## config.mk

```make
export PLATFORM = sky130hd
export DESIGN_NAME = awd_rot_cell
export DESIGN_NICKNAME = d
export VERILOG_FILES = /design/src/hdl/awd_pkg.sv /design/src/hdl/awd_rot_cell.sv
export SDC_FILE = /design/constraint.sdc
export NUM_CORES = 1
export LEC_CHECK = 0
export ABC_AREA = 1
export BUFFER_PORTS_ARGS = -buffer_cell sky130_fd_sc_hd__buf_2
export CAP_MARGIN = 20
export CORE_MARGIN = 2
export CORE_UTILIZATION = 55
export CTS_BUF_LIST = sky130_fd_sc_hd__clkbuf_16
export CTS_CLUSTER_DIAMETER = 200
export DETAILED_ROUTE_END_ITERATION = 10
export PLACE_DENSITY = 0.87
export SLEW_MARGIN = 20
export SYNTH_ARGS = -nofsm -noshare
export SYNTH_HDL_FRONTEND = slang
export SYNTH_SLANG_ARGS = --single-unit
```

## constraint.sdc

```tcl
create_clock -name clk_i -period 4.8 [get_ports clk_i]
set_input_delay 0.24 -clock clk_i [delete_from_list [all_inputs] [get_ports clk_i]]
set_output_delay 0.24 -clock clk_i [all_outputs]
set_load 0.01 [all_outputs]
```

## src/hdl/awd_pkg.sv

```systemverilog
// Shared types, widths, constants and the arctangent table for the apparent wind block.
`timescale 1ns / 1ps
package awd_pkg;

  localparam int CORDIC_STAGES = 16;
  localparam int STG_W = $clog2(CORDIC_STAGES);
  // drag result delay taps, lines the drag path up with the vectoring path
  localparam int DLY = CORDIC_STAGES - 2;

  localparam int RW = 34;      // rotation datapath, speeds in Q16 of 1/64 kn
  localparam int VW = 36;      // vectoring datapath, grows by gain and sqrt(2)
  localparam int VZW = 32;     // vectoring angle, 2^32 per turn, wraps
  localparam int AREA_W = 23;  // area in 1/256 m^2
  localparam int DRAG_W = 32;
  localparam int CFG_W = 16;

  localparam logic [29:0] INV_GAIN = 30'd652032874;
  localparam logic [17:0] DRAG_COEF = 18'd169974;

  localparam logic [31:0] ATAN_TBL [32] = '{
    32'd536870912, 32'd316933406, 32'd167458907, 32'd85004756, 32'd42667331,
    32'd21354465, 32'd10679838, 32'd5340245, 32'd2670163, 32'd1335087,
    32'd667544, 32'd333772, 32'd166886, 32'd83443, 32'd41722, 32'd20861,
    32'd10430, 32'd5215, 32'd2608, 32'd1304, 32'd652, 32'd326, 32'd163,
    32'd81, 32'd41, 32'd20, 32'd10, 32'd5, 32'd3, 32'd1, 32'd1, 32'd0
  };

  typedef enum logic [2:0] {
    REG_WIND_SPEED = 3'd0,
    REG_WIND_FROM  = 3'd1,
    REG_HULL_BEAM  = 3'd2,
    REG_HULL_DRAUGHT = 3'd3,
    REG_HULL_LENGTH  = 3'd4
  } cfg_reg_e;

  typedef struct packed {
    logic signed [RW-1:0] x;
    logic signed [RW-1:0] y;
    logic signed [RW-1:0] z;
  } rot_t;

  typedef struct packed {
    logic signed [VW-1:0] x;
    logic signed [VW-1:0] y;
    logic [VZW-1:0]       z;
    logic                 zero;
  } vec_t;

  // remove CORDIC gain: round(v * 2^30/K / 2^30)
  function automatic logic signed [RW-1:0] gain_fix(input logic signed [RW-1:0] v);
    logic signed [RW+30:0] prod;
    logic signed [RW+30:0] rnd;
    begin
      prod = v * $signed({1'b0, INV_GAIN});
      rnd  = prod + (RW+31)'(64'sd536870912);
      gain_fix = rnd[RW+29:30];
    end
  endfunction

endpackage

```

## src/hdl/awd_rot_cell.sv

```systemverilog
// One rotation-mode CORDIC stage, registered.
`timescale 1ns / 1ps
module awd_rot_cell import awd_pkg::*; (
  input  logic             clk_i,
  input  logic [STG_W-1:0] stage_i,
  input  rot_t             cur_i,
  output rot_t             nxt_o
);

  rot_t nxt_d, nxt_q;
  logic signed [RW-1:0] dx, dy, da;

  always_comb begin
    dx = cur_i.y >>> stage_i;
    dy = cur_i.x >>> stage_i;
    da = $signed({{(RW-32){1'b0}}, ATAN_TBL[5'(stage_i)]});
    nxt_d = cur_i;
    if (!cur_i.z[RW-1]) begin
      nxt_d.x = cur_i.x - dx;
      nxt_d.y = cur_i.y + dy;
      nxt_d.z = cur_i.z - da;
    end else begin
      nxt_d.x = cur_i.x + dx;
      nxt_d.y = cur_i.y - dy;
      nxt_d.z = cur_i.z + da;
    end
  end

  always_ff @(posedge clk_i) begin
    nxt_q <= nxt_d;
  end

  assign nxt_o = nxt_q;

endmodule

```

==> flow_summary_export.csv <==
group,metric,value,unit
global_routing,grt_pass1_vias,14900,
route,firstDrtPassIters,6,
critical_path,end_kind,"flop",
critical_path,cp_slowest_cell,"buf_4",
sta,finalSetupViolCount,0,
route,viasPerCell,5.81,
cells_and_area,drive_above_1_share,0.123,
critical_path,cp_slowest_stage_delay,450,ps
sta,hold_violations,0,
global_routing,antenna_found_initial,1,
critical_path,cp_max_fo,45,
power,vdd_ir_drop_max,0.273,mV
cts,clkTransAtPathRegs,70,ps
route,drtIter0Drc,1973,
die,dieHeight,162,um
cts,cts_setup_buffers,0,
synth,synth_area_leaders,"nand2_1 18%, dfxtp_1 15%, nand3_1 14%",
global_routing,grt_overflow,0,
cts,hold_buffers,0,
synth,synth_enable_flop_cells,0,
critical_path,worst_ep_required_time,5050,ps
synth,synth_area_per_cell,5.94,um^2
cts,cts_tree,"yes",
route,drcViolationCount,0,
power,power.density,331,mW/mm^2
synth,synth_top_area_cell,"nand2_1",
synth,syn_inst,2301,
critical_path,crit_arrival,4590,ps
cells_and_area,nFillCells,2449,
synth,ys_seq_area_frac,0.150,
run_status,outcome,"completed",
cts,clock_sinks,102,
sta,finalSetupTns,0,ps
cells_and_area,final_util,0.628,
cts,htree_levels,3,
worst_hold_path,holdPathStages,2,
cts,root_buffer,"clkbuf_16",
critical_path,start_kind,"input port",
sta,fmaxAchievable,0.230,GHz
placement,dp_hpwl,39800,um
synth,synth.net_count,2521,
global_routing,grt_max_degree,78,
route,finalWirelength,48100,um
synth,yosysMostFrequentCell,"nand2_1",
die,rows,57,
sta,period_share,0.904,
critical_path,critPathKind,"in -> reg",
route,final_antenna_net_count,0,
synth,syn-cell-area,0.0137,mm^2
cells_and_area,largest_reg_flops,102,
cells_and_area,areaGrowthSynthToFinish,11.8,%
power,leakagePower,7.91,nW
sta,grt_setup_unrepaired,"false",
die,initial_core_util,0.562,
sta,slew_viol_final,0,
placement,io_buffers,208,
cts,numCtsBuffers,9,
die,ioPinCount,209,
synth,synth_common_cells,"649 x nand2_1, 389 x nand3_1, 207 x nor2_1",
sta,worst_slew_pin_slew,886,ps
cells_and_area,nNetsFinal,2701,
cts,cts_resized,0,
flow_run,drv_cap,0,
die,dieArea,0.0261,mm^2
synth,async_flop_share,0,
global_routing,grt_first_pass_wirelength,75400,um
route,vias,16300,
die,core,0.0243,mm^2
route,post_drt_wl_per_cell,17.1,um
sta,slew_headroom,0.409,
cts,clockBufferDepth,2,
worst_hold_path,hold_class,"in -> reg",
die,dieWidth,162,um
sta,period_needed,4340,ps
synth,synth_top_cell_area_share,0.178,
synth,synthDistinctLibCells,45,
synth,yosysWarnings,0,
synth,ys_ff_latch,102,
placement,gp_congestion,1.01,
synth,synth_flop_cell,"dfxtp_1",
global_routing,grt_usage,0.360,
-- through the flow --
step | setup WS (ps) | power (mW) | std cells | instance area [um^2] | hold WS, ps
6_report | 461 | 5.06 | 2811 | 15300 | 119
5_1_grt | 56.0 | 5.41 | 2811 | 15300 | 129
4_1_cts | 575 | 5.03 | 2810 | 15300 | 110
3_5_place_dp | 207 | 4.22 | 2794 | 15000 | 484
3_3_place_gp | 199 | 4.20 | 2794 | 15000 | 472
2_1_floorplan | 909 | 3.24 | 2301 | 13700 | 370
-- metal layers --
layer	vias to the layer above	global-route usage	part of all wire
met5	-	0	0
met4	0	0.116	0.030
met3	82	0.0511	0.091
met2	781	0.551	0.42
met1	7447	0.518	0.46
li1	8011	-	-
-- where the power goes --
group	internal, mW	leakage (nW)	switching, mW
Sequential	1.22	0.861	0.0924
Clock	0.408	0.149	0.375
Combinational	1.08	6.90	1.88
-- cell usage in the layout (no fill, tap or decap), drive strengths merged, types with 2 or more instances in the layout --
cell type,netlist,layout
nand2,656,656
nand3,391,391
buf,66,244
nor2,218,218
inv,208,211
a21oi,135,135
ha,110,110
o21ai,108,108
xor2,106,106
dfxtp,102,102
xnor2,59,59
a21o,20,20
nor3,15,15
nand4,14,14
o21bai,14,14
a31oi,11,11
nor4,10,10
clkbuf,9,9
a21boi,8,8
nand3b,7,7
o211ai,7,7
o31ai,5,5
a221oi,5,5
or2,3,3
o21a,3,3
o2111ai,3,3
fa,3,3
clkinv,0,3
o221ai,2,2
-- worst max-delay path: cells and delay by family --
kind,cells,cell delay (ps)
buffers and inverters,3,730
AOI/OAI and AO/OA,4,1030
adders and majority gates,2,560
and+or+nand+nor,16,2000
-- logic make-up (layout without fill, tap and decap cells) --
family | Yosys count | count (layout) | share of synthesized area
and+or+nand+nor | 1315 | 1315 | 0.412
xor gates and xnor gates | 165 | 165 | 0.106
adders and majority gates | 113 | 113 | 0.105
other | 0 | 1 | 0
DFF | 102 | 102 | 0.150
buffers and inverters | 283 | 468 | 0.0899
AOI/OAI and AO/OA | 323 | 323 | 0.138
-- final timing paths --
path | slack (ps) | from | end
worst max-delay path | 460 | stage_i[1] | nxt_o[67]
worst min-delay path | 120 | cur_i[0] | nxt_o[0]
-- layout make-up --
class	instances	area, um^2	area share
diodes	1	2.50	0.000164
clock buffers	9	225	0.0147
clock inverters	7	72.6	0.00475
inverters	208	786	0.0515
multi-input cells	1916	10400	0.680
flip-flops and latches	102	2040	0.134
well taps	324	405	0.0265
repair buffers	244	1350	0.0883
Power figures use the tool's default switching activity.
