===== src/hdl/awd_pkg.sv =====
// Shared types, widths, constants and the arctangent table for the apparent wind block.
`timescale 1ns / 1ps
package awd_pkg;

  localparam int CORDIC_STAGES = 16;
  localparam int STG_W = $clog2(CORDIC_STAGES);
  // drag result delay taps, lines the drag path up with the vectoring path
  localparam int DLY = CORDIC_STAGES - 2;

  localparam int RW = 34;      // rotation datapath, speeds in Q16 of 1/64 kn
  localparam int VW = 36;      // vectoring datapath, grows by gain and sqrt(2)
  localparam int VZW = 32;     // vectoring angle, 2^32 per turn, wraps
  localparam int AREA_W = 23;  // area in 1/256 m^2
  localparam int DRAG_W = 32;
  localparam int CFG_W = 16;

  localparam logic [29:0] INV_GAIN = 30'd652032874;
  localparam logic [17:0] DRAG_COEF = 18'd169974;

  localparam logic [31:0] ATAN_TBL [32] = '{
    32'd536870912, 32'd316933406, 32'd167458907, 32'd85004756, 32'd42667331,
    32'd21354465, 32'd10679838, 32'd5340245, 32'd2670163, 32'd1335087,
    32'd667544, 32'd333772, 32'd166886, 32'd83443, 32'd41722, 32'd20861,
    32'd10430, 32'd5215, 32'd2608, 32'd1304, 32'd652, 32'd326, 32'd163,
    32'd81, 32'd41, 32'd20, 32'd10, 32'd5, 32'd3, 32'd1, 32'd1, 32'd0
  };

  typedef enum logic [2:0] {
    REG_WIND_SPEED = 3'd0,
    REG_WIND_FROM  = 3'd1,
    REG_HULL_BEAM  = 3'd2,
    REG_HULL_DRAUGHT = 3'd3,
    REG_HULL_LENGTH  = 3'd4
  } cfg_reg_e;

  typedef struct packed {
    logic signed [RW-1:0] x;
    logic signed [RW-1:0] y;
    logic signed [RW-1:0] z;
  } rot_t;

  typedef struct packed {
    logic signed [VW-1:0] x;
    logic signed [VW-1:0] y;
    logic [VZW-1:0]       z;
    logic                 zero;
  } vec_t;

  // remove CORDIC gain: round(v * 2^30/K / 2^30)
  function automatic logic signed [RW-1:0] gain_fix(input logic signed [RW-1:0] v);
    logic signed [RW+30:0] prod;
    logic signed [RW+30:0] rnd;
    begin
      prod = v * $signed({1'b0, INV_GAIN});
      rnd  = prod + (RW+31)'(64'sd536870912);
      gain_fix = rnd[RW+29:30];
    end
  endfunction

endpackage


===== src/hdl/awd_vec_cell.sv =====
// One vectoring-mode CORDIC stage, registered.
`timescale 1ns / 1ps
module awd_vec_cell import awd_pkg::*; (
  input  logic             clk_i,
  input  logic [STG_W-1:0] stage_i,
  input  vec_t             cur_i,
  output vec_t             nxt_o
);

  vec_t nxt_d, nxt_q;
  logic signed [VW-1:0] dx, dy;

  always_comb begin
    dx = cur_i.y >>> stage_i;
    dy = cur_i.x >>> stage_i;
    nxt_d = cur_i;
    if (!cur_i.y[VW-1]) begin
      nxt_d.x = cur_i.x + dx;
      nxt_d.y = cur_i.y - dy;
      nxt_d.z = cur_i.z + ATAN_TBL[5'(stage_i)];
    end else begin
      nxt_d.x = cur_i.x - dx;
      nxt_d.y = cur_i.y + dy;
      nxt_d.z = cur_i.z - ATAN_TBL[5'(stage_i)];
    end
  end

  always_ff @(posedge clk_i) begin
    nxt_q <= nxt_d;
  end

  assign nxt_o = nxt_q;

endmodule


===== config.mk =====
export PLATFORM = sky130hd
export DESIGN_NAME = awd_vec_cell
export DESIGN_NICKNAME = d
export VERILOG_FILES = /design/src/hdl/awd_pkg.sv /design/src/hdl/awd_vec_cell.sv
export SDC_FILE = /design/constraint.sdc
export NUM_CORES = 1
export LEC_CHECK = 0
export ABC_AREA = 1
export BUFFER_PORTS_ARGS = -buffer_cell sky130_fd_sc_hd__buf_2
export CAP_MARGIN = 20
export CORE_UTILIZATION = 28
export CTS_BUF_LIST = sky130_fd_sc_hd__clkbuf_8
export CTS_CLUSTER_SIZE = 30
export DETAILED_ROUTE_END_ITERATION = 10
export SLEW_MARGIN = 30
export SYNTH_ARGS = -nofsm -noshare
export SYNTH_HDL_FRONTEND = slang
export SYNTH_SLANG_ARGS = --single-unit

===== constraint.sdc =====
create_clock -name clk_i -period 8.1 [get_ports clk_i]
set_clock_uncertainty 0.05 [all_clocks]
set_input_delay 1.62 -clock clk_i [delete_from_list [all_inputs] [get_ports clk_i]]
set_output_delay 1.62 -clock clk_i [all_outputs]
set_load 0.02 [all_outputs]

==> reports/qor.csv <==
stage,metric,value,unit
cells_and_area,final_core_util,31.9,%
drt,vias,16280,
die,start_util,28.5,%
setup_path,crit_path_start_kind,primary input,
grt,overflow,0,
grt,grt_pass1_vias,15032,
clock_network,clock-root-buffer,clkbuf_8,
cells_and_area,area_growth,11.8,%
power_and_ir_drop,p_seq_share,25.6,%
cells_and_area,n_fill_cell,5813,
yosys,seq_area_frac_synth,14.6,%
placed_design,portBuffers,214,
power_and_ir_drop,switchingPower,1.58,mW
drt,totalWireLength,52100,um
cells_and_area,final_cells,3266,
drt,drtAntennaViolNets,0,
timing,setup_tns,0,ns
cells_and_area,layout_commonest_cell,nand2_1,
power_and_ir_drop,total_power,3.12,mW
clock_network,h-tree-depth,3,
cells_and_area,final_cell_mix,"747 x nand2_1, 353 x nand3_1, 214 x buf_2, 199 x nor2_1, 189 x inv_1",
power_and_ir_drop,p_per_area,194,nW/um^2
clock_network,clock-sinks,105,
yosys,yosysWarnings,0,
yosys,syn_inst,2427,
die,std_cell_rows,82,
setup_path,required,8.40,ns
yosys,synth_area,14400,um^2
clock_network,hold_buffers,0,
status,outcome,completed,
timing,setup-violations-final,0,
drt,drcViolationCount,0,
yosys,syn_nets,2649,
cells_and_area,nets,2805,
setup_path,crit_path_end_kind,flip-flop,
drt,drt-initial-drc-count,1208,
power_and_ir_drop,p_comb_share,63.3,%
flow_run,drv_cap,0,
yosys,synth.distinct_cells,51,
power_and_ir_drop,power.leakage,8.05,nW
clock_network,clock_path_buffers,2,
grt,antenna_found_initial,15,
die,die_y,229,um
timing,tightest_slew,0.838,ns
clock_network,clk_pin_slew,0.10,ns
power_and_ir_drop,power_frac_clock,11.1,%
die,coreArea,50500,um^2
cells_and_area,largest_reg_flops,105,
drt,drtPass1Iterations,6,
drt,wl_per_cell,16.0,um
setup_path,worstPathMaxFanout,70,
yosys,synth_seq_cells,105,
power_and_ir_drop,p_int,1.54,mW
setup_path,worstPathArrival,6.54,ns
timing,period_share,77.0,%
setup_path,path_class,primary input to flip-flop,
grt,gr-usage-all-layers,19.6,%
timing,slew_viol_final,0,
die,die_w,229,um
clock_network,cts_tree,yes,
drt,vias_per_cell,4.98,
power_and_ir_drop,peakVddDrop,0.0932,mV
min_path,min_path_type,primary input to flip-flop,
clock_network,cts_setup_buffers,0,
timing,slew_headroom,43.5,%
grt,grt_max_degree,82,
die,pin_count,215,
placed_design,gp_congestion,0.923,
grt,grt_pass1_wl,80600,um
power_and_ir_drop,switching_share,50.6,%
cells_and_area,drive_gt1_share,12.8,%
clock_network,numCtsBuffers,9,
clock_network,postCtsResizedCells,0,
timing,holdWs,1.22,ns
yosys,synth_area_per_cell,5.93,um^2
placed_design,numPlacedInstances,3244,
timing,rsz0062_at_grt,no,
timing,min_period,6.24,ns
die,dieArea,52300,um^2
timing,max_clock_freq,160,MHz
placed_design,hpwl,43500,um
timing,hold_viol,0,
==> worst max-delay path: stages <==
cell and delay, ns:
buf_2 0.14, inv_4 0.52, ha_1 0.38, nand2_1 0.12
a21oi_1 0.11, nor2_1 0.19, o21ai_0 0.21, inv_1 0.15
ha_1 0.15, inv_1 0.05, nor3_1 0.25, nand2_1 0.12
nor3_2 0.15, a31o_2 0.35, xnor2_1 0.11, ha_1 0.35
nand2_1 0.11, nor2_1 0.16, inv_1 0.05, nor2_1 0.11
nand4_1 0.10, nand3_1 0.18, a21oi_1 0.12, o21ai_0 0.43
nand2_1 0.14, nand4_1 0.10, nand2_1 0.05
==> synth_stat cells (all sizes together) <==
cell | count | area share [%]
a211oi | 1 | 0.052
a21boi | 3 | 0.16
a21o | 14 | 0.73
a21oi | 127 | 4.4
a221oi | 4 | 0.24
a22oi | 1 | 0.052
a31o | 1 | 0.061
a31oi | 23 | 1.0
and2 | 2 | 0.087
and3 | 1 | 0.043
buf | 69 | 3.2
clkbuf | 9 | 0.23
dfxtp | 105 | 15
fa | 3 | 0.42
ha | 109 | 9.5
inv | 200 | 5.2
nand2 | 772 | 21
nand3 | 367 | 13
nand3b | 8 | 0.42
nand4 | 30 | 1.3
nor2 | 221 | 6.3
nor3 | 25 | 0.97
nor4 | 4 | 0.17
o2111ai | 1 | 0.061
o211ai | 10 | 0.52
o21a | 8 | 0.42
o21ai | 119 | 4.5
o21bai | 15 | 0.86
o221ai | 4 | 0.24
o22ai | 1 | 0.043
o31ai | 1 | 0.052
or2 | 4 | 0.17
xnor2 | 47 | 2.9
xor2 | 118 | 7.2
==> final cells by class <==
| class | count | area [um^2] | share of cell area (%) |
|---|---|---|---|
| multi-input cells | 2044 | 11000 | 68.6 |
| clock inverters | 6 | 67.6 | 0.420 |
| repair buffers | 223 | 1140 | 7.08 |
| inverters | 200 | 756 | 4.70 |
| flip-flops and latches | 105 | 2100 | 13.1 |
| well taps | 672 | 841 | 5.23 |
| clock buffers | 9 | 124 | 0.770 |
| diodes | 7 | 17.5 | 0.109 |
==> cells by family after synthesis <==
family	count (synthesis)	share of synthesized area (%)
compound gates	333	13.4
xor+xnor	165	10.0
fa+ha+maj	112	9.89
buf+inv	278	8.69
flops	105	14.6
simple gates	1434	43.4
==> power groups by stage <==
stage | clock network [mW] | logic (mW) | registers [mW]
2_1_floorplan | 0 | 1.09 | 1.12
3_3_place_gp | 0 | 1.98 | 0.816
3_5_place_dp | 0 | 1.97 | 0.816
4_1_cts | 0.374 | 1.98 | 0.804
5_1_grt | 0.385 | 2.18 | 0.822
6_report | 0.348 | 1.98 | 0.798
==> path summary, 6_finish.rpt <==
| path | slack [ns] | start | cells past startpoint | to |
|---|---|---|---|---|
| worst max-delay path | 1.86 | stage_i[0] | 27 | nxt_o[29] |
| worst min-delay path | 1.22 | cur_i[0] | 1 | nxt_o[0] |
==> routing by layer <==
layer	track usage, %	vias up	share of wire (%)	wire (um)
met2	33.2	514	47	24300
li1	-	8359	-	-
met5	0	-	0.26	133
met1	24.1	7288	44	22800
met4	8.43	22	3.9	2040
met3	3.56	97	5.6	2900
==> stage by stage <==
step	instance area, um^2	setup slack [ns]
2_1_floorplan	14400	2.50
3_3_place_gp	15900	1.47
3_5_place_dp	15900	1.43
4_1_cts	16100	1.95
5_1_grt	16100	1.40
6_report	16100	1.86
Note: power is estimated with default switching activity, not from simulation.
