<file path="config.mk">
export PLATFORM = sky130hd
export DESIGN_NAME = awd_drag
export DESIGN_NICKNAME = d
export VERILOG_FILES = /design/src/hdl/awd_pkg.sv /design/src/hdl/awd_drag.sv
export SDC_FILE = /design/constraint.sdc
export NUM_CORES = 2
export LEC_CHECK = 0
export ABC_AREA = 1
export BUFFER_PORTS_ARGS = -buffer_cell sky130_fd_sc_hd__buf_2
export CAP_MARGIN = 20
export CORE_MARGIN = 4
export CORE_UTILIZATION = 30
export DETAILED_ROUTE_END_ITERATION = 10
export SYNTH_ARGS = -nofsm -noshare
export SYNTH_HDL_FRONTEND = slang
export SYNTH_SLANG_ARGS = --single-unit
</file>
<file path="constraint.sdc">
create_clock -name clk_i -period 9.3 [get_ports clk_i]
set_input_delay 1.86 -clock clk_i [delete_from_list [all_inputs] [get_ports clk_i]]
set_output_delay 1.86 -clock clk_i [all_outputs]
set_load 0.02 [all_outputs]
</file>
<file path="src/hdl/awd_pkg.sv">
// Shared types, widths, constants and the arctangent table for the apparent wind block.
`timescale 1ns / 1ps
package awd_pkg;

  localparam int CORDIC_STAGES = 16;
  localparam int STG_W = $clog2(CORDIC_STAGES);
  // drag result delay taps, lines the drag path up with the vectoring path
  localparam int DLY = CORDIC_STAGES - 2;

  localparam int RW = 34;      // rotation datapath, speeds in Q16 of 1/64 kn
  localparam int VW = 36;      // vectoring datapath, grows by gain and sqrt(2)
  localparam int VZW = 32;     // vectoring angle, 2^32 per turn, wraps
  localparam int AREA_W = 23;  // area in 1/256 m^2
  localparam int DRAG_W = 32;
  localparam int CFG_W = 16;

  localparam logic [29:0] INV_GAIN = 30'd652032874;
  localparam logic [17:0] DRAG_COEF = 18'd169974;

  localparam logic [31:0] ATAN_TBL [32] = '{
    32'd536870912, 32'd316933406, 32'd167458907, 32'd85004756, 32'd42667331,
    32'd21354465, 32'd10679838, 32'd5340245, 32'd2670163, 32'd1335087,
    32'd667544, 32'd333772, 32'd166886, 32'd83443, 32'd41722, 32'd20861,
    32'd10430, 32'd5215, 32'd2608, 32'd1304, 32'd652, 32'd326, 32'd163,
    32'd81, 32'd41, 32'd20, 32'd10, 32'd5, 32'd3, 32'd1, 32'd1, 32'd0
  };

  typedef enum logic [2:0] {
    REG_WIND_SPEED = 3'd0,
    REG_WIND_FROM  = 3'd1,
    REG_HULL_BEAM  = 3'd2,
    REG_HULL_DRAUGHT = 3'd3,
    REG_HULL_LENGTH  = 3'd4
  } cfg_reg_e;

  typedef struct packed {
    logic signed [RW-1:0] x;
    logic signed [RW-1:0] y;
    logic signed [RW-1:0] z;
  } rot_t;

  typedef struct packed {
    logic signed [VW-1:0] x;
    logic signed [VW-1:0] y;
    logic [VZW-1:0]       z;
    logic                 zero;
  } vec_t;

  // remove CORDIC gain: round(v * 2^30/K / 2^30)
  function automatic logic signed [RW-1:0] gain_fix(input logic signed [RW-1:0] v);
    logic signed [RW+30:0] prod;
    logic signed [RW+30:0] rnd;
    begin
      prod = v * $signed({1'b0, INV_GAIN});
      rnd  = prod + (RW+31)'(64'sd536870912);
      gain_fix = rnd[RW+29:30];
    end
  endfunction

endpackage

</file>
<file path="src/hdl/awd_drag.sv">
// Quadratic drag pipeline: square, area, coefficient and saturation, four stages.
`timescale 1ns / 1ps
module awd_drag import awd_pkg::*; (
  input  logic                     clk_i,
  input  logic signed [RW-1:0]     rel_i,
  input  logic [AREA_W-1:0]        area_i,
  output logic signed [DRAG_W-1:0] drag_o
);

  typedef enum logic [1:0] {
    SGN_ZERO,
    SGN_POS,
    SGN_NEG
  } sgn_e;

  sgn_e sgn1_q, sgn2_q, sgn3_q, sgn1_d;
  logic signed [RW-1:0] rnd, r;
  logic [21:0] m_d, m_q;
  logic [44:0] sq;
  logic [29:0] s_d, s_q;
  logic [53:0] pr;
  logic [42:0] p_d, p_q;
  logic [61:0] fr;
  logic [33:0] f;
  logic signed [DRAG_W-1:0] drag_d, drag_q;

  // relative speed to 2^-12 kn, magnitude and sign
  always_comb begin
    rnd = rel_i + RW'(512);
    r   = rnd >>> 10;
    m_d = r[RW-1] ? 22'(-r) : r[21:0];
    if (r == '0) begin
      sgn1_d = SGN_ZERO;
    end else if (r[RW-1]) begin
      sgn1_d = SGN_NEG;
    end else begin
      sgn1_d = SGN_POS;
    end
  end

  always_comb begin
    sq  = 45'(m_q) * 45'(m_q) + 45'd8192;
    s_d = sq[43:14];
    pr  = 54'(s_q) * 54'(area_i) + 54'd512;
    p_d = pr[52:10];
    fr  = 62'(p_q) * 62'(DRAG_COEF) + 62'd134217728;
    f   = fr[61:28];
    unique case (sgn3_q)
      SGN_POS: drag_d = (f > 34'd2147483648) ? 32'sh80000000 : -$signed(f[31:0]);
      SGN_NEG: drag_d = (f > 34'd2147483647) ? 32'sh7fffffff : $signed(f[31:0]);
      default: drag_d = '0;
    endcase
  end

  always_ff @(posedge clk_i) begin
    m_q    <= m_d;
    sgn1_q <= sgn1_d;
    s_q    <= s_d;
    sgn2_q <= sgn1_q;
    p_q    <= p_d;
    sgn3_q <= sgn2_q;
    drag_q <= drag_d;
  end

  assign drag_o = drag_q;

endmodule

</file>
==> report_table.html <==
<table>
<tr><th>Metric</th><th>Value</th></tr>
<tr><th colspan="2">Synth</th></tr>
<tr><td>Async set-or-reset flop fraction in the synthesized netlist</td><td>0%</td></tr>
<tr><td>Average cell area after synthesis</td><td>7.940 µm²</td></tr>
<tr><td>Netlist Area Pre-Place</td><td>60020 µm²</td></tr>
<tr><td>Basic-gate share of the synthesized area counting and, or, nand and nor cells</td><td>16.90%</td></tr>
<tr><td>Yosys cell types</td><td>49</td></tr>
<tr><td>Cell type with the largest total area after synthesis</td><td>sky130_fd_sc_hd__fa_1</td></tr>
<tr><td>Adder and majority gate portion of the synthesized area</td><td>57.64%</td></tr>
<tr><td>Top cells by area, synth</td><td>sky130_fd_sc_hd__fa_1 (45%), sky130_fd_sc_hd__inv_1 (14%), sky130_fd_sc_hd__ha_1 (13%)</td></tr>
<tr><td>Flop and latch count out of synthesis</td><td>133</td></tr>
<tr><td>Yosys warns</td><td>0</td></tr>
<tr><td>Compound-cell area share of the yosys netlist</td><td>3.231%</td></tr>
<tr><td>Register area share after synthesis</td><td>4.436%</td></tr>
<tr><td>Number of synthesized flops with an enable pin</td><td>0</td></tr>
<tr><td>Dominant synthesized flop cell</td><td>sky130_fd_sc_hd__dfxtp_1</td></tr>
<tr><td>Number of nets produced by synthesis</td><td>9580</td></tr>
<tr><td>Area share of the leading cell type in the synthesized netlist</td><td>44.59%</td></tr>
<tr><td>Synthesized-area fraction occupied by xor and xnor cells</td><td>2.203%</td></tr>
<tr><td>Fraction of synthesized area in multiplexers</td><td>0%</td></tr>
<tr><td>Main combinational cell family by area after synthesis</td><td>adder cells</td></tr>
<tr><td>Mapped Cells</td><td>7559</td></tr>
<tr><th colspan="2">GRT</th></tr>
<tr><td>Wire length of the first global-routing pass</td><td>267100 µm</td></tr>
<tr><td>Total gr overflow</td><td>0</td></tr>
<tr><td>Global-route usage over all layers</td><td>16.17%</td></tr>
<tr><td>Via count of the first global-routing pass</td><td>50.56k</td></tr>
<tr><td>Maximum number of pins on one net before global-route repair</td><td>33</td></tr>
<tr><td>Antenna violations before repair</td><td>9</td></tr>
<tr><th colspan="2">Timing</th></tr>
<tr><td>Hold Violations, Final</td><td>0</td></tr>
<tr><td>Unrepaired setup endpoints after global routing</td><td>no</td></tr>
<tr><td>Number of setup violations in the final report</td><td>0</td></tr>
<tr><td>Worst Tran Pin Value</td><td>1110 ps</td></tr>
<tr><td>Final count of pins violating max slew</td><td>0</td></tr>
<tr><td>Least setup slack across all paths after layout</td><td>789.8 ps</td></tr>
<tr><td>Share of the cycle needed by the critical path after routing</td><td>91.51%</td></tr>
<tr><td>Total Neg Setup Slack</td><td>0 ps</td></tr>
<tr><td>Achievable Freq</td><td>117.5 MHz</td></tr>
<tr><td>Headroom to the max-slew limit</td><td>25.99%</td></tr>
<tr><td>Setup clock skew after layout</td><td>28.64 ps</td></tr>
<tr><td>Fin crit period</td><td>8510 ps</td></tr>
<tr><td>Worst hold margin</td><td>323.3 ps</td></tr>
<tr><th colspan="2">Worst setup path</th></tr>
<tr><td>Critical path type</td><td>reg -&gt; reg</td></tr>
<tr><td>Largest driver fanout on the critical path</td><td>8</td></tr>
<tr><td>CP required</td><td>9730 ps</td></tr>
<tr><td>Slowest stage cell, crit path</td><td>sky130_fd_sc_hd__fa_1</td></tr>
<tr><td>Critical Path Most Common Cell</td><td>sky130_fd_sc_hd__inv_1</td></tr>
<tr><td>Largest stage delay on the critical path</td><td>600 ps</td></tr>
<tr><td>Kind of start point of the critical path</td><td>flip-flop</td></tr>
<tr><td>Startpoint of the lowest-slack register-to-register path</td><td>p_q[37]</td></tr>
<tr><td>R2r setup slk</td><td>790 ps</td></tr>
<tr><td>Cell depth of the worst flop-to-flop path</td><td>32</td></tr>
<tr><td>Destination of the worst register-to-register timing path</td><td>drag_o[4]</td></tr>
<tr><td>Crit path DAT</td><td>8940 ps</td></tr>
<tr><td>Capturing element type of the critical path</td><td>flip-flop</td></tr>
<tr><th colspan="2">Layout</th></tr>
<tr><td>Filler cells</td><td>20.94k</td></tr>
<tr><td>Multi-input gate area</td><td>48000 µm²</td></tr>
<tr><td>Proportion of layout cells with a drive suffix above 1</td><td>4.939%</td></tr>
<tr><td>Most common cell after layout, fill and taps aside</td><td>sky130_fd_sc_hd__inv_1</td></tr>
<tr><td>Area growth from synthesis to layout</td><td>7.588%</td></tr>
<tr><td>Final Net Count</td><td>9621</td></tr>
<tr><td>Flip-flop and latch area</td><td>2663 µm²</td></tr>
<tr><td>Leading cell types in the layout, fill and taps excluded</td><td>sky130_fd_sc_hd__inv_1 (2280), sky130_fd_sc_hd__nand2_1 (1812), sky130_fd_sc_hd__fa_1 (1337), sky130_fd_sc_hd__ha_1 (626), sky130_fd_sc_hd__nor2_1 (273)</td></tr>
<tr><th colspan="2">Hold path</th></tr>
<tr><td>HP Start</td><td>sgn2_q[0]</td></tr>
<tr><td>Hold WC Path Type</td><td>reg -&gt; reg</td></tr>
<tr><td>Worst-case hold path end point</td><td>sgn3_q[0]</td></tr>
<tr><td>Number of cells on the worst hold path</td><td>0</td></tr>
<tr><th colspan="2">Clock network</th></tr>
<tr><td>Register clock-pin slew on the reported worst setup and hold paths</td><td>90 ps</td></tr>
<tr><td>Quantity of gates resized following cts</td><td>0</td></tr>
<tr><td>Clock Root Buffer</td><td>sky130_fd_sc_hd__clkbuf_16</td></tr>
<tr><td>Count of buffers added by post-CTS timing repair for setup</td><td>0</td></tr>
<tr><td>Maximum count of clock buffers along a single path</td><td>2</td></tr>
<tr><td>Clock sink count</td><td>133</td></tr>
<tr><td>Number of clock buffers inserted by TritonCTS</td><td>17</td></tr>
<tr><td>CTS tree</td><td>built</td></tr>
<tr><td>Number of H-tree branching levels</td><td>4</td></tr>
<tr><td>CTS Hold Bufs</td><td>0</td></tr>
<tr><td>Clock latency on the worst-skew pair</td><td>530 ps</td></tr>
<tr><th colspan="2">Run</th></tr>
<tr><td>Maxcap violations</td><td>0</td></tr>
<tr><th colspan="2">Floorplanning</th></tr>
<tr><td>Number of ports placed on the die boundary</td><td>90</td></tr>
<tr><td>Die width</td><td>455.3 µm</td></tr>
<tr><td>Area of the placeable core</td><td>198200 µm²</td></tr>
<tr><td>Die H</td><td>455.3 µm</td></tr>
<tr><td>Initial standard-cell utilization of the core</td><td>30.28%</td></tr>
<tr><td>Total number of placement rows</td><td>163</td></tr>
<tr><td>Die Area</td><td>207300 µm²</td></tr>
<tr><th colspan="2">Drt</th></tr>
<tr><td>Iteration count of the initial detailed-routing pass</td><td>7</td></tr>
<tr><td>Mean number of vias per cell</td><td>4.486</td></tr>
<tr><td>Initial DRC count</td><td>2483</td></tr>
<tr><td>Total wirelength of the detailed-routed design</td><td>161200 µm</td></tr>
<tr><td>Post-detailed-route count of antenna-violating nets</td><td>0</td></tr>
<tr><td>Routed length per instance</td><td>15.71 µm</td></tr>
<tr><td>Post-route DRC</td><td>0</td></tr>
<tr><td>Total via count in the routed design</td><td>46.02k</td></tr>
<tr><th colspan="2">Place</th></tr>
<tr><td>Placement-stage worst setup slack</td><td>443.5 ps</td></tr>
<tr><td>Port bufs</td><td>80</td></tr>
<tr><td>Gpl congestion</td><td>0.9131</td></tr>
<tr><td>Half-perimeter wire length after placement</td><td>140800 µm</td></tr>
<tr><th colspan="2">Run status</th></tr>
<tr><td>Result of the run</td><td>completed</td></tr>
</table>
-- kinds of logic (layout without fill, tap and decap cells) --
family,after synthesis,in the layout
xor+xnor,151,151
fa+ha+maj,1963,1963
buf+inv,2488,2542
compound gates,351,351
flops,133,133
other cells,0,6
simple gates,2473,2473
-- area by class of cell --
class	count	area share, %
Multi-Input combinational cell	4938	74.34
Inverter	2304	13.39
Tap cell	2640	5.115
Sequential cell	133	4.123
Timing Repair Buffer	206	2.116
Clock buffer	19	0.6704
Clock inverter	13	0.2209
Antenna cell	6	0.02325
-- critical path: cells and delay by family, from the launching register on --
kind            cells  cell delay [ps]
fa+ha+maj           7             3460
buf+inv             8              960
compound gates      5             1150
simple gates       12             2270
flops               1              550
-- Yosys cell counts, drive strengths merged, types with 7 or more instances --
master  count
o21ai      89
o21bai     14
nand3     163
dfxtp     133
fa       1337
nor3       42
clkbuf    177
a21oi     197
nor2      324
xnor2      45
o21a       13
buf         7
nand3b      8
ha        626
or2         7
nand4      58
nand2    1861
a31oi      12
xor2      106
inv      2301
-- layer usage --
metal,vias up,wire length [µm],global-route usage (%)
met5,-,0,0
met4,0,3791,4.024
met3,212,6878,1.871
met2,1011,80980,29.04
met1,23060,69510,20.63
li1,21740,-,-
-- through the flow --
stage / std cells / utilization (%) / cell area [µm²]
final: 10260 / 32.58 / 64580
after global routing: 10260 / 32.57 / 64570
after CTS: 10250 / 32.55 / 64530
after detailed placement: 10220 / 32.26 / 63960
after global placement: 10220 / 32.26 / 63960
after floorplan: 7559 / - / 60020
-- how the worst max path moves through the flow --
stage	end	startpoint	slack, ps
after floorplan	p_q[42]	area_i[0]	1540
after global placement	p_q[35]	area_i[8]	520
after detailed placement	p_q[35]	area_i[2]	440
after CTS	drag_o[30]	p_q[16]	800
after global routing	drag_o[15]	p_q[16]	140
final	drag_o[4]	p_q[37]	790
-- registers in the layout, summed over array words and instances (netlist names) --
register  count
sgn2_q        2
sgn3_q        2
s_q          30
p_q          43
m_q          22
drag_o       32
sgn1_q        2
Power is left out: the tool's default activity adds up to more than one toggle a clock period on the data nets, which glitch-free logic cannot reach.
